$ cat config.mk
export PLATFORM = sky130hd
export DESIGN_NAME = bmi_ctrl
export DESIGN_NICKNAME = d
export VERILOG_FILES = /design/src/rtl/core/bmi_pkg.sv /design/src/rtl/core/bmi_ctrl.sv
export SDC_FILE = /design/constraint.sdc
export NUM_CORES = 1
export LEC_CHECK = 0
export BUFFER_PORTS_ARGS = -buffer_cell sky130_fd_sc_hd__buf_2
export CAP_MARGIN = 10
export CELL_PAD_IN_SITES_DETAIL_PLACEMENT = 0
export CELL_PAD_IN_SITES_GLOBAL_PLACEMENT = 1
export CORE_MARGIN = 5
export CORE_UTILIZATION = 45
export CTS_BUF_LIST = sky130_fd_sc_hd__clkbuf_2
export DETAILED_ROUTE_END_ITERATION = 8
export PLACE_DENSITY_LB_ADDON = 0.12
export SYNTH_ARGS = -nofsm -noshare
export SYNTH_HDL_FRONTEND = slang
export SYNTH_SLANG_ARGS = --single-unit
$ cat constraint.sdc
create_clock -name clk -period 2.8 [get_ports clk]
set_input_delay 0.42 -clock clk [delete_from_list [all_inputs] [get_ports clk]]
set_output_delay 0.42 -clock clk [all_outputs]
set_load 0.005 [all_outputs]
$ cat src/rtl/core/bmi_pkg.sv
// Package for the binary modular inverse unit: sizes, datapath operation codes and the
// command and status structures passed between the controller and the datapath.
// Depends on nothing; every other file of the block imports it.
`timescale 1ns / 1ps
`default_nettype none

package bmi_pkg;

  localparam int NUM_WORDS = 4;
  localparam int WORD_W    = 64;
  localparam int BIG_W     = NUM_WORDS * WORD_W;
  localparam int IDX_W     = (NUM_WORDS > 1) ? $clog2(NUM_WORDS) : 1;
  localparam int CNT_W     = $clog2(NUM_WORDS + 1);
  localparam int MAX_ITER  = 128 * NUM_WORDS;
  localparam int ITER_W    = $clog2(MAX_ITER + 1);

  localparam int NUM_CFG   = 4;
  localparam int CFG_W     = 64;
  localparam int CFG_IDX_W = $clog2(NUM_CFG);
  localparam int ADDR_W    = CFG_IDX_W + 3;

  typedef enum logic [3:0] {
    DP_NOP,
    DP_LOAD,
    DP_INIT_ZERO,
    DP_INIT_RUN,
    DP_HALVE_A,
    DP_HALVE_B,
    DP_SUB_A,
    DP_SUB_B,
    DP_FIX,
    DP_HALVE_U,
    DP_HALVE_V,
    DP_SHIFT_OUT
  } dp_op_t;

  typedef struct packed {
    dp_op_t               op;
    logic                 ld_store;
    logic [IDX_W-1:0]     ld_idx;
    logic [NUM_WORDS-1:0] clr_mask;
  } dp_cmd_t;

  typedef struct packed {
    logic a_zero;
    logic a_eq_b;
    logic a_lt_b;
    logic a_odd;
    logic b_odd;
  } dp_stat_t;

endpackage

`default_nettype wire

$ cat src/rtl/core/bmi_ctrl.sv
// Controller of the binary modular inverse unit: word gathering, the iteration sequence
// and the result handshake. Depends on bmi_pkg; issues commands to bmi_datapath.
`timescale 1ns / 1ps
`default_nettype none

module bmi_ctrl (
  input  logic                clk,
  input  logic                rst,
  input  logic                in_valid,
  input  logic                in_last,
  output logic                in_stall,
  input  logic                out_stall,
  output logic                out_valid,
  output logic                out_last,
  input  bmi_pkg::dp_stat_t   stat,
  output bmi_pkg::dp_cmd_t    cmd
);
  import bmi_pkg::*;

  typedef enum logic [2:0] {
    ST_IDLE,
    ST_INIT,
    ST_ITER,
    ST_FIX,
    ST_HALVE,
    ST_OUT
  } state_t;

  localparam logic [IDX_W-1:0] LAST_IDX = IDX_W'(NUM_WORDS - 1);

  state_t            state;
  logic [CNT_W-1:0]  load_count;
  logic [CNT_W-1:0]  count_after;
  logic [ITER_W-1:0] iter_cnt;
  logic [IDX_W-1:0]  out_cnt;
  logic [IDX_W-1:0]  out_cnt_inc;
  logic              coef_sel_v;
  logic              iter_done;

  assign in_stall    = (state != ST_IDLE);
  assign iter_done   = (iter_cnt == ITER_W'(MAX_ITER)) || stat.a_eq_b;
  assign out_cnt_inc = out_cnt + IDX_W'(1);

  always_comb begin
    cmd.op       = DP_NOP;
    cmd.ld_store = (load_count < CNT_W'(NUM_WORDS));
    cmd.ld_idx   = load_count[IDX_W-1:0];
    count_after  = load_count + CNT_W'(cmd.ld_store);
    for (int k = 0; k < NUM_WORDS; k++) begin
      cmd.clr_mask[k] = in_last && (CNT_W'(k) >= count_after);
    end
    unique case (state)
      ST_IDLE: begin
        if (in_valid) begin
          cmd.op = DP_LOAD;
        end
      end
      ST_INIT: begin
        cmd.op = stat.a_zero ? DP_INIT_ZERO : DP_INIT_RUN;
      end
      ST_ITER: begin
        if (!iter_done) begin
          priority if (!stat.a_odd) begin
            cmd.op = DP_HALVE_A;
          end else if (!stat.b_odd) begin
            cmd.op = DP_HALVE_B;
          end else if (!stat.a_lt_b) begin
            cmd.op = DP_SUB_A;
          end else begin
            cmd.op = DP_SUB_B;
          end
        end
      end
      ST_FIX: begin
        cmd.op = DP_FIX;
      end
      ST_HALVE: begin
        cmd.op = coef_sel_v ? DP_HALVE_V : DP_HALVE_U;
      end
      ST_OUT: begin
        if (!out_stall) begin
          cmd.op = DP_SHIFT_OUT;
        end
      end
      default: begin
      end
    endcase
  end

  always_ff @(posedge clk) begin
    if (rst) begin
      state      <= ST_IDLE;
      load_count <= '0;
      iter_cnt   <= '0;
      out_cnt    <= '0;
      coef_sel_v <= 1'b0;
      out_valid  <= 1'b0;
      out_last   <= 1'b0;
    end else begin
      unique case (state)
        ST_IDLE: begin
          if (in_valid) begin
            load_count <= count_after;
            if (in_last) begin
              state <= ST_INIT;
            end
          end
        end
        ST_INIT: begin
          iter_cnt <= '0;
          if (stat.a_zero) begin
            state     <= ST_OUT;
            out_cnt   <= '0;
            out_valid <= 1'b1;
            out_last  <= (LAST_IDX == '0);
          end else begin
            state <= ST_ITER;
          end
        end
        ST_ITER: begin
          if (iter_done) begin
            state     <= ST_OUT;
            out_cnt   <= '0;
            out_valid <= 1'b1;
            out_last  <= (LAST_IDX == '0);
          end else begin
            iter_cnt <= iter_cnt + ITER_W'(1);
            if (stat.a_odd && stat.b_odd) begin
              state      <= ST_FIX;
              coef_sel_v <= stat.a_lt_b;
            end
          end
        end
        ST_FIX: begin
          state <= ST_HALVE;
        end
        ST_HALVE: begin
          state <= ST_ITER;
        end
        ST_OUT: begin
          if (!out_stall) begin
            if (out_cnt == LAST_IDX) begin
              state      <= ST_IDLE;
              out_valid  <= 1'b0;
              out_last   <= 1'b0;
              load_count <= '0;
            end else begin
              out_cnt  <= out_cnt_inc;
              out_last <= (out_cnt_inc == LAST_IDX);
            end
          end
        end
        default: begin
          state <= ST_IDLE;
        end
      endcase
    end
  end

`ifndef SYNTHESIS
  a_valid_in_out: assert property (@(posedge clk) disable iff (rst)
    out_valid |-> (state == ST_OUT))
    else $error("result valid outside the output phase");

  a_last_matches_count: assert property (@(posedge clk) disable iff (rst)
    out_valid |-> (out_last == (out_cnt == LAST_IDX)))
    else $error("last flag does not match the result word count");

  a_iter_bound: assert property (@(posedge clk) disable iff (rst)
    iter_cnt <= ITER_W'(MAX_ITER))
    else $error("iteration count passed its bound");

  a_load_bound: assert property (@(posedge clk) disable iff (rst)
    load_count <= CNT_W'(NUM_WORDS))
    else $error("more words gathered than the operand holds");

  a_fix_then_halve: assert property (@(posedge clk) disable iff (rst)
    (state == ST_FIX) |=> (state == ST_HALVE))
    else $error("coefficient correction not followed by halving");

  a_done_after_last: assert property (@(posedge clk) disable iff (rst)
    (out_valid && !out_stall && out_last) |=> (!out_valid && (load_count == '0)))
    else $error("unit did not return to idle after the last result word");
`endif

endmodule

`default_nettype wire

==> run summary, run 1 <==
Once detail routing completed, the nets flagged for antenna violations numbered 0. The run gives 0.01594 ns as the final clock skew. The run gives 2463 µm as the detailed-placement wirelength estimate.

The routed design could run at a clock period as short as 2.505 ns. The flow ran to the end, and the final reports show no timing, DRC or antenna violations. The sequential power share came out at 0.541. The tools report the part of the total power dissipated in the clock network as 0.211. The cell count after synthesis was 172; the transition time at the pin with the least slew margin was 0.6974 ns. The die is 66.20 µm wide. The logs give 0.247 for the combinational group share of total power and 1 for the H-tree depth reported by CTS.

The class of the most critical setup path is reg -> out. The site row count is 20, and the number of vias after detailed routing is 1292. The netlist uses 56 different library cells. Adding up every negative setup slack in the final design gives 0 ns. The async set-reset flop share out of synthesis is 0. The final hold violation count is 0, and the top fanout value on the critical path is 19.

The post-route fraction of the period consumed by the critical path was 0.8946. The run gives 0.1648 as the overall routing resource usage. The start point of the worst hold path is stat[2]. For this run the aggregate overflow at the end of global routing stands at 0.

The area fraction of the dominant cell type after synthesis is 0.2958, and the highest clock rate is 399.2 MHz. The cell taking the most area after synthesis was sky130_fd_sc_hd__dfxtp_1. The tools report the static leakage as 0.6346 nW. The number of enable-type register cells in the synthesized netlist works out to 0. The worst setup path is launched from a flop. The number of placed I/O pins was 24; the signed area change from the synthesized netlist to the final layout was 10.04%.

In the routed design, unresolved DRC markers number 0. The starting utilization of the core area came out at 0.4656. Dominant synthesized flop cell: sky130_fd_sc_hd__dfxtp_1. The mean instance size in the synthesized netlist is 8.264 µm². The signal on the critical path passes through nor4b_2, o31ai_4, o22ai_1, buf_2. The type of the worst min-delay path is in -> reg.

For this design, the CTS-stage hold fixing added 0 buffers. The count of buffers added on input and output ports is 23. The die footprint was 4382 µm²; the clock input transition at the sequential cells of the worst setup and hold paths was 0.18 ns. The tools report the internal power as 0.4242 mW.

Leaving out fill and tap cells, the most frequent cell in the layout is sky130_fd_sc_hd__buf_2. In this run the power spent charging and discharging nets is 0.2006 mW. The number of nets in the synthesized netlist is 189. The max-slew headroom at the worst pin was 0.5345; the CTS sink count was 21. The number of global-route vias before repair came out at 1285. The worst setup path is captured at an output port.

The required arrival time at the worst endpoint is 2.38 ns, and the max-capacitance violation count is 0. Setup repair after global routing left no endpoint under its margin. Dividing total power by cell area gives a power density of 399.5 nW/µm². The worst-case IR drop observed on VDD is 0.0001857 V.

Average wire length per cell after detail routing: 13.76 µm. In the layout the commonest cells are sky130_fd_sc_hd__buf_2 (23), sky130_fd_sc_hd__dfxtp_1 (21), sky130_fd_sc_hd__nor2_1 (16), sky130_fd_sc_hd__inv_1 (15), sky130_fd_sc_hd__a21oi_1 (11). Cell with the biggest individual delay on the critical path: sky130_fd_sc_hd__dfxtp_1.

The logs give 2 for the maximum count of clock buffers along a single path and 0 for the number of endpoints failing setup at the final stage. Routability-driven placement finished with a final weighted congestion of 0.7959. The number of violations reported at the end of detailed-routing iteration 0 was 184. STA puts the critical path data arrival time at 2.08 ns. 0 antenna diodes ended up in the layout. The number of gates resized after CTS was 0. The net count reported at finish was 208.

The post-synthesis register bit count is 21, and the vias per cell is 5.521. In this run the worst setup path begins at state[1]$_SDFFE_PP0P_. The initial antenna violation count is 0, and the first-pass iteration count of the detailed router is 4. The summed instance area of the synthesized netlist is 1421 µm², and the switching power as a share of total power is 0.3211. The region available for standard cell placement spans 3053 µm². CTS placed an instance of sky130_fd_sc_hd__clkbuf_2 at the clock tree root. The share of the yosys chip area belonging to registers is 0.2958, and the delay of the slowest cell on the worst path is 0.70 ns.

Entering global routing, the biggest net connects 25 pins. By area the synthesized netlist is led by sky130_fd_sc_hd__dfxtp_1 (30%), sky130_fd_sc_hd__ha_1 (6.2%), sky130_fd_sc_hd__nor2_1 (4.2%), sky130_fd_sc_hd__inv_1 (4.0%), sky130_fd_sc_hd__a21oi_1 (3.9%). The post-CTS setup buffer count is 0. The die extent in y is 66.20 µm.

The logs give 0 for the number of synthesis warnings and 0.33 ns for the source-to-sink clock delay at the later pin of the worst-skew pair. The first global-routing pass estimated 5754 µm of wire. The tools report the number of max-slew violations in the final report as 0. Share of post-route cells with drive strength above 1: 0.2158. The run gives 3 as the number of buffers inserted during clock tree synthesis. The tools report the beginning of the worst register-to-register path as state[1]$_SDFFE_PP0P_.

TritonCTS built the clock tree. The tools report the overall power after layout as 0.6249 mW. After detailed routing, the total wire length is 3220 µm.
-- metal layers --
metal | vias up | track usage | share of wire
li1 | 658 | - | -
met1 | 602 | 0.2086 | 0.47
met2 | 27 | 0.2813 | 0.47
met3 | 5 | 0.03231 | 0.052
met4 | 0 | 0.04569 | 0.011
met5 | - | 0 | 0
-- flip-flops by register name, indices dropped and copies added (netlist names) --
signal / flops
load_count: 3
out_cnt: 2
out_valid: 1
out_last: 1
state: 3
coef_sel_v: 1
iter_cnt: 10
-- cell type report --
type,count,area [µm²]
clock buffer,4,20.02
sequential,21,420.4
tap,44,55.05
multi-input combinational,125,883.3
fill,316,1489
inverter,16,62.56
timing repair buffer,24,122.6
-- worst max-delay path: cells and delay by family, from the launching register on --
family                 cells  cell delay (ns)
DFF                        1             0.70
and+or+nand+nor            1             0.50
buffers and inverters      1             0.14
AOI/OAI and AO/OA          2             0.41
-- cell usage after synthesis (2+ instances only) --
cell	count
sky130_fd_sc_hd__dfxtp_1	21
sky130_fd_sc_hd__nor2_1	16
sky130_fd_sc_hd__inv_1	15
sky130_fd_sc_hd__a21oi_1	11
sky130_fd_sc_hd__nand2_1	10
sky130_fd_sc_hd__nor3_1	9
sky130_fd_sc_hd__o21ai_0	8
sky130_fd_sc_hd__ha_1	7
sky130_fd_sc_hd__xnor2_1	5
sky130_fd_sc_hd__a211oi_1	4
sky130_fd_sc_hd__clkbuf_1	4
sky130_fd_sc_hd__nand4_1	3
sky130_fd_sc_hd__nor2b_1	3
sky130_fd_sc_hd__a2111oi_2	2
sky130_fd_sc_hd__a2bb2oi_1	2
sky130_fd_sc_hd__a31oi_1	2
sky130_fd_sc_hd__buf_2	2
sky130_fd_sc_hd__buf_4	2
sky130_fd_sc_hd__nand2b_1	2
sky130_fd_sc_hd__nand3_1	2
sky130_fd_sc_hd__nor4bb_1	2
sky130_fd_sc_hd__o22ai_1	2
sky130_fd_sc_hd__o2bb2ai_1	2
sky130_fd_sc_hd__or3_1	2
sky130_fd_sc_hd__or3b_2	2
sky130_fd_sc_hd__xor2_1	2
-- power groups by stage --
stage	registers [mW]	clock network [mW]	logic, mW
4_1_cts	0.338	0.138	0.156
3_5_place_dp	0.344	0	0.155
6_report	0.338	0.132	0.154
3_3_place_gp	0.343	0	0.152
2_1_floorplan	0.327	0	0.124
5_1_grt	0.344	0.155	0.177
-- path summary, 6_finish.rpt --
| path | slack (ns) | endpoint | depth (start not counted) |
|---|---|---|---|
| max reg2reg | 0.70 | iter_cnt[9]$_SDFFE_PP0P_ | 4 |
| max | 0.30 | cmd[8] | 4 |
| min | 0.35 | coef_sel_v$_SDFFE_PP0P_ | 3 |
| min reg2reg | 0.52 | out_cnt[1]$_SDFFE_PP0P_ | 2 |
-- logic make-up after synthesis --
kind of cell / share of synthesized area
and+or+nand+nor: 0.2447
AOI/OAI and AO/OA: 0.2491
muxes: 0.02289
DFF: 0.2958
buffers and inverters: 0.08274
xor gates and xnor gates: 0.04313
adders and majority gates: 0.06162
-- through the flow --
stage               utilization  hold WS [ns]  cells  worst slack (ns)  area, µm²
global placement         0.5057        0.4779    230            0.7641       1544
floorplan                     -        0.4594    172             1.017       1421
detailed placement       0.5057        0.4935    230            0.7217       1544
global route             0.5123        0.3281    234           0.08178       1564
CTS                      0.5123        0.3452    234            0.3176       1564
finish                   0.5123        0.3469    234            0.2952       1564
(Power assumes the default switching activity.)
==> inputs of run 2 (changes only) <==
--- a/config.mk
+++ b/config.mk
@@ -10,8 +10,8 @@
 export CELL_PAD_IN_SITES_DETAIL_PLACEMENT = 0
 export CELL_PAD_IN_SITES_GLOBAL_PLACEMENT = 1
 export CORE_MARGIN = 5
-export CORE_UTILIZATION = 45
-export CTS_BUF_LIST = sky130_fd_sc_hd__clkbuf_2
+export CORE_UTILIZATION = 44
+export CTS_BUF_LIST = sky130_fd_sc_hd__clkbuf_16
 export DETAILED_ROUTE_END_ITERATION = 8
 export PLACE_DENSITY_LB_ADDON = 0.12
 export SYNTH_ARGS = -nofsm -noshare
==> constraint.sdc (replaced) <==
create_clock -name clk -period 2.8 [get_ports clk]
set_input_delay 0 -clock clk [delete_from_list [all_inputs] [get_ports clk]]
set_output_delay 0 -clock clk [all_outputs]
set_load 0.005 [all_outputs]
==> run 2 against run 1 <==
Final cell count is the same. Critical path depth is the same. Via count shrank 0.70%. Clock power grew 130%. Combinational power is essentially flat. Register-to-register slack gained 0.02 ns. Sequential power is essentially flat. First-iteration DRC count shrank 72%. Wire length shrank 3.8%. Worst hold slack lost 0.34 ns. Largest power group unchanged. Highest routed layer unchanged.
==> run summary, run 2 (same netlist as run 1, synthesis figures left out) <==
The switching power as a share of total power is 0.2737 (-0.04740), and the wire length of the first global-routing pass is 5161 µm (-10%). For the setup slack on the worst flop-to-flop path, the log shows 0.72 ns (+0.02 ns). The net switching power figure is 0.2175 mW (+8.4%). The H-tree depth reported by CTS was 1 (unchanged); the internal power was 0.5773 mW (+36%).

The tools report the number of violations reported at the end of detailed-routing iteration 0 as 51 (-72%). Traced cell by cell, the critical path runs through or3b_2, nor4_1, nor3_1, a211o_1. The global placement routability congestion was 0.7608 (-4.4%). The number of endpoints failing setup at the final stage was 0 (unchanged). The element type at the critical path end is a flop. The flow ran to the end, and the final reports show no timing, DRC or antenna violations. The tools report the residual DRC count as 0 (unchanged). The setup path with the least slack is of type reg -> reg. The pin count of the biggest net entering global routing is 21 (-16%). On the critical path the largest part of the delay comes from simple AND/OR/NAND/NOR gates. The tools report the overall routing resource usage as 0.1490 (-0.01577).

The clock input transition at the sequential cells of the worst setup and hold paths is 0.06 ns (-0.12 ns), and the share of post-route cells with drive strength above 1 is 0.2158 (unchanged). The total negative slack for setup checks was 0 ns (unchanged); the post-route fraction of the period consumed by the critical path was 0.7413 (-0.1532). The residual overflow from global routing is 0 (unchanged).

The width of the die was 66.84 µm (+0.96%); the maximum count of clock buffers along a single path was 2 (unchanged). STA classifies the critical path startpoint as a flop. The max-slew headroom at the worst pin was 0.5995 (+0.06506); the final critical path time including I/O delays and setup was 2.076 ns (-0.4290 ns). The run gives 0 (unchanged) as the count of cells resized by post-cts repair. The area of the core is 3078 µm² (+0.82%). The min-delay analysis places its worst path in the category in -> reg.

The run gives 20 (unchanged) as the site row count. The run gives 0 (unchanged) as the max-capacitance violation count. For this design, the slowest cell found on the critical path is sky130_fd_sc_hd__dfxtp_1. The net count reported at finish is 208 (unchanged). The number of max-slew violations in the final report came out at 0 (unchanged). The tools report the highest clock rate as 481.7 MHz (+21%).

Counting flops per register, the top entry is iter_cnt. Setup repair after global routing left no endpoint under its margin. The tools report the arrival time at the worst endpoint as 2.22 ns (+0.14 ns).

The library cell used most frequently in the layout, excluding fill and tap cells, is sky130_fd_sc_hd__buf_2. The vias per cell works out to 5.483 (-0.70%). For the first-pass iteration count of the detailed router, the log shows 4 (unchanged). The number of fill cells in the layout came out at 315 (-0.32%). The tools report the number of vias after detailed routing as 1283 (-0.70%).

TritonCTS built the clock tree. The run gives 24 (unchanged) as the number of placed I/O pins. The tree is rooted in a sky130_fd_sc_hd__clkbuf_16. The source-to-sink clock delay at the later pin of the worst-skew pair is 0.26 ns (-0.07 ns), and the CTS sink count is 21 (unchanged). The run gives 0 (unchanged) as the initial antenna violation count. The run gives 0.6596 nW (+3.9%) as the static leakage. The transition time at the pin with the least slew margin was 0.5999 ns (-0.09746 ns).

The detailed-placement wirelength estimate is 2368 µm (-3.9%), and the antenna cell count is 0 (unchanged). The count of hold buffers inserted by post-cts repair came out at 0 (unchanged). The sequential power share was 0.423 (-0.118).

The run gives 0.7328 ns (+0.01115 ns) as the post-place setup slack. The count of input and output buffers is 23 (unchanged), and the die footprint is 4467 µm² (+1.9%). The logs give 0 (unchanged) for the post-CTS setup buffer count and 0.382 (+0.171) for the part of the total power dissipated in the clock network.

The top fanout value on the critical path is 19 (unchanged), and the required arrival time at the worst endpoint is 2.95 ns (+0.57 ns). The number of buffers and inverters on the critical path came out at 0 (-1). The final hold violation count came out at 0 (unchanged).

The number of buffers inserted during clock tree synthesis is 3 (unchanged). The delay of the slowest cell on the worst path is 0.63 ns (-0.07 ns). In the final layout, the registers with the most flip-flops are iter_cnt: 10 flops, load_count: 3 flops, state: 3 flops. The number of global-route vias before repair is 1093 (-15%), and the average wire length per cell after detail routing is 13.24 µm (-3.8%).

The flip-flop count of the largest register after layout is 10 (unchanged). The post-detailed-route count of antenna-violating nets was 0 (unchanged). Die extent in y: 66.84 µm (+0.96%). In the layout the commonest cells are sky130_fd_sc_hd__buf_2 (23), sky130_fd_sc_hd__dfxtp_1 (21), sky130_fd_sc_hd__nor2_1 (16), sky130_fd_sc_hd__inv_1 (15), sky130_fd_sc_hd__a21oi_1 (11). The tools report the worst ir drop on vdd as 0.0003095 V (+67%).

For the overall power after layout, the log shows 0.7948 mW (+27%). The power per cell area is 489.4 nW/µm² (+22%). Combinational group share of total power: 0.195 (-0.052).

The worst setup slack after layout came out at 0.7242 ns (+0.4290 ns). The run gives 0.005926 ns (-0.01002 ns) as the final clock skew. The sum of routed wire length over all layers came out at 3097 µm (-3.8%). The area growth from synthesis to layout is 14.26%. Starting utilization of the core area: 0.4618 (-0.003785).
==> run 2: cell types whose count changed in the layout (fill, tap and decap cells not counted) <==
cell / before / now
sky130_fd_sc_hd__clkbuf_16: 0 / 3
sky130_fd_sc_hd__clkinv_2: 0 / 1
sky130_fd_sc_hd__clkbuf_2: 4 / 0
==> run 2: metrics by stage <==
| step | utilization | area, µm² | hold WS, ns | cells |
|---|---|---|---|---|
| floorplan | - | 1421 | 0.1169 | 172 |
| global placement | 0.5016 | 1544 | 0.2752 | 230 |
| detailed placement | 0.5016 | 1544 | 0.2721 | 230 |
| CTS | 0.5276 | 1624 | 0.005961 | 234 |
| global route | 0.5276 | 1624 | 0.03249 | 234 |
| finish | 0.5276 | 1624 | 0.006761 | 234 |
==> run 2: worst paths after layout <==
kind / to / cells past startpoint / start
setup reg to reg: out_valid$_SDFFE_PP0P_ / 4 / state[1]$_SDFFE_PP0P_
hold reg to reg: coef_sel_v$_SDFFE_PP0P_ / 2 / coef_sel_v$_SDFFE_PP0P_
hold / removal: coef_sel_v$_SDFFE_PP0P_ / 3 / stat[2]
setup / recovery: out_valid$_SDFFE_PP0P_ / 4 / state[1]$_SDFFE_PP0P_
==> run 2: layer usage <==
layer / up-vias / GRT usage / wire (µm)
met5: - / 0 / 0
met4: 0 / 0.02284 / 19
met3: 4 / 0.03541 / 144
met2: 25 / 0.2166 / 1290
met1: 593 / 0.2234 / 1642
li1: 661 / - / -
==> run 2: worst reg2reg max path, delay by kind of cell (launching register included) <==
family	cells	cell delay, ns
AND/OR/NAND/NOR	3	1.11
AO/OA/AOI/OAI	1	0.23
flip-flops	1	0.63
==> run 2: power by group through the flow <==
stage          combinational, mW  sequential (mW)  clock [mW]
2_1_floorplan              0.124            0.327           0
5_1_grt                    0.176            0.340       0.322
4_1_cts                    0.157            0.336       0.311
3_3_place_gp               0.155            0.342           0
6_report                   0.155            0.336       0.304
3_5_place_dp               0.155            0.343           0
==> run 2: area by class of cell <==
cell class | count | area, µm² | area share
inverter | 16 | 62.56 | 0.03852
sequential | 21 | 420.4 | 0.2589
timing repair buffer | 24 | 122.6 | 0.07550
multi-input combinational | 125 | 883.3 | 0.5439
clock inverter | 1 | 5.005 | 0.003082
clock buffer | 3 | 75.07 | 0.04622
tap | 44 | 55.05 | 0.03390
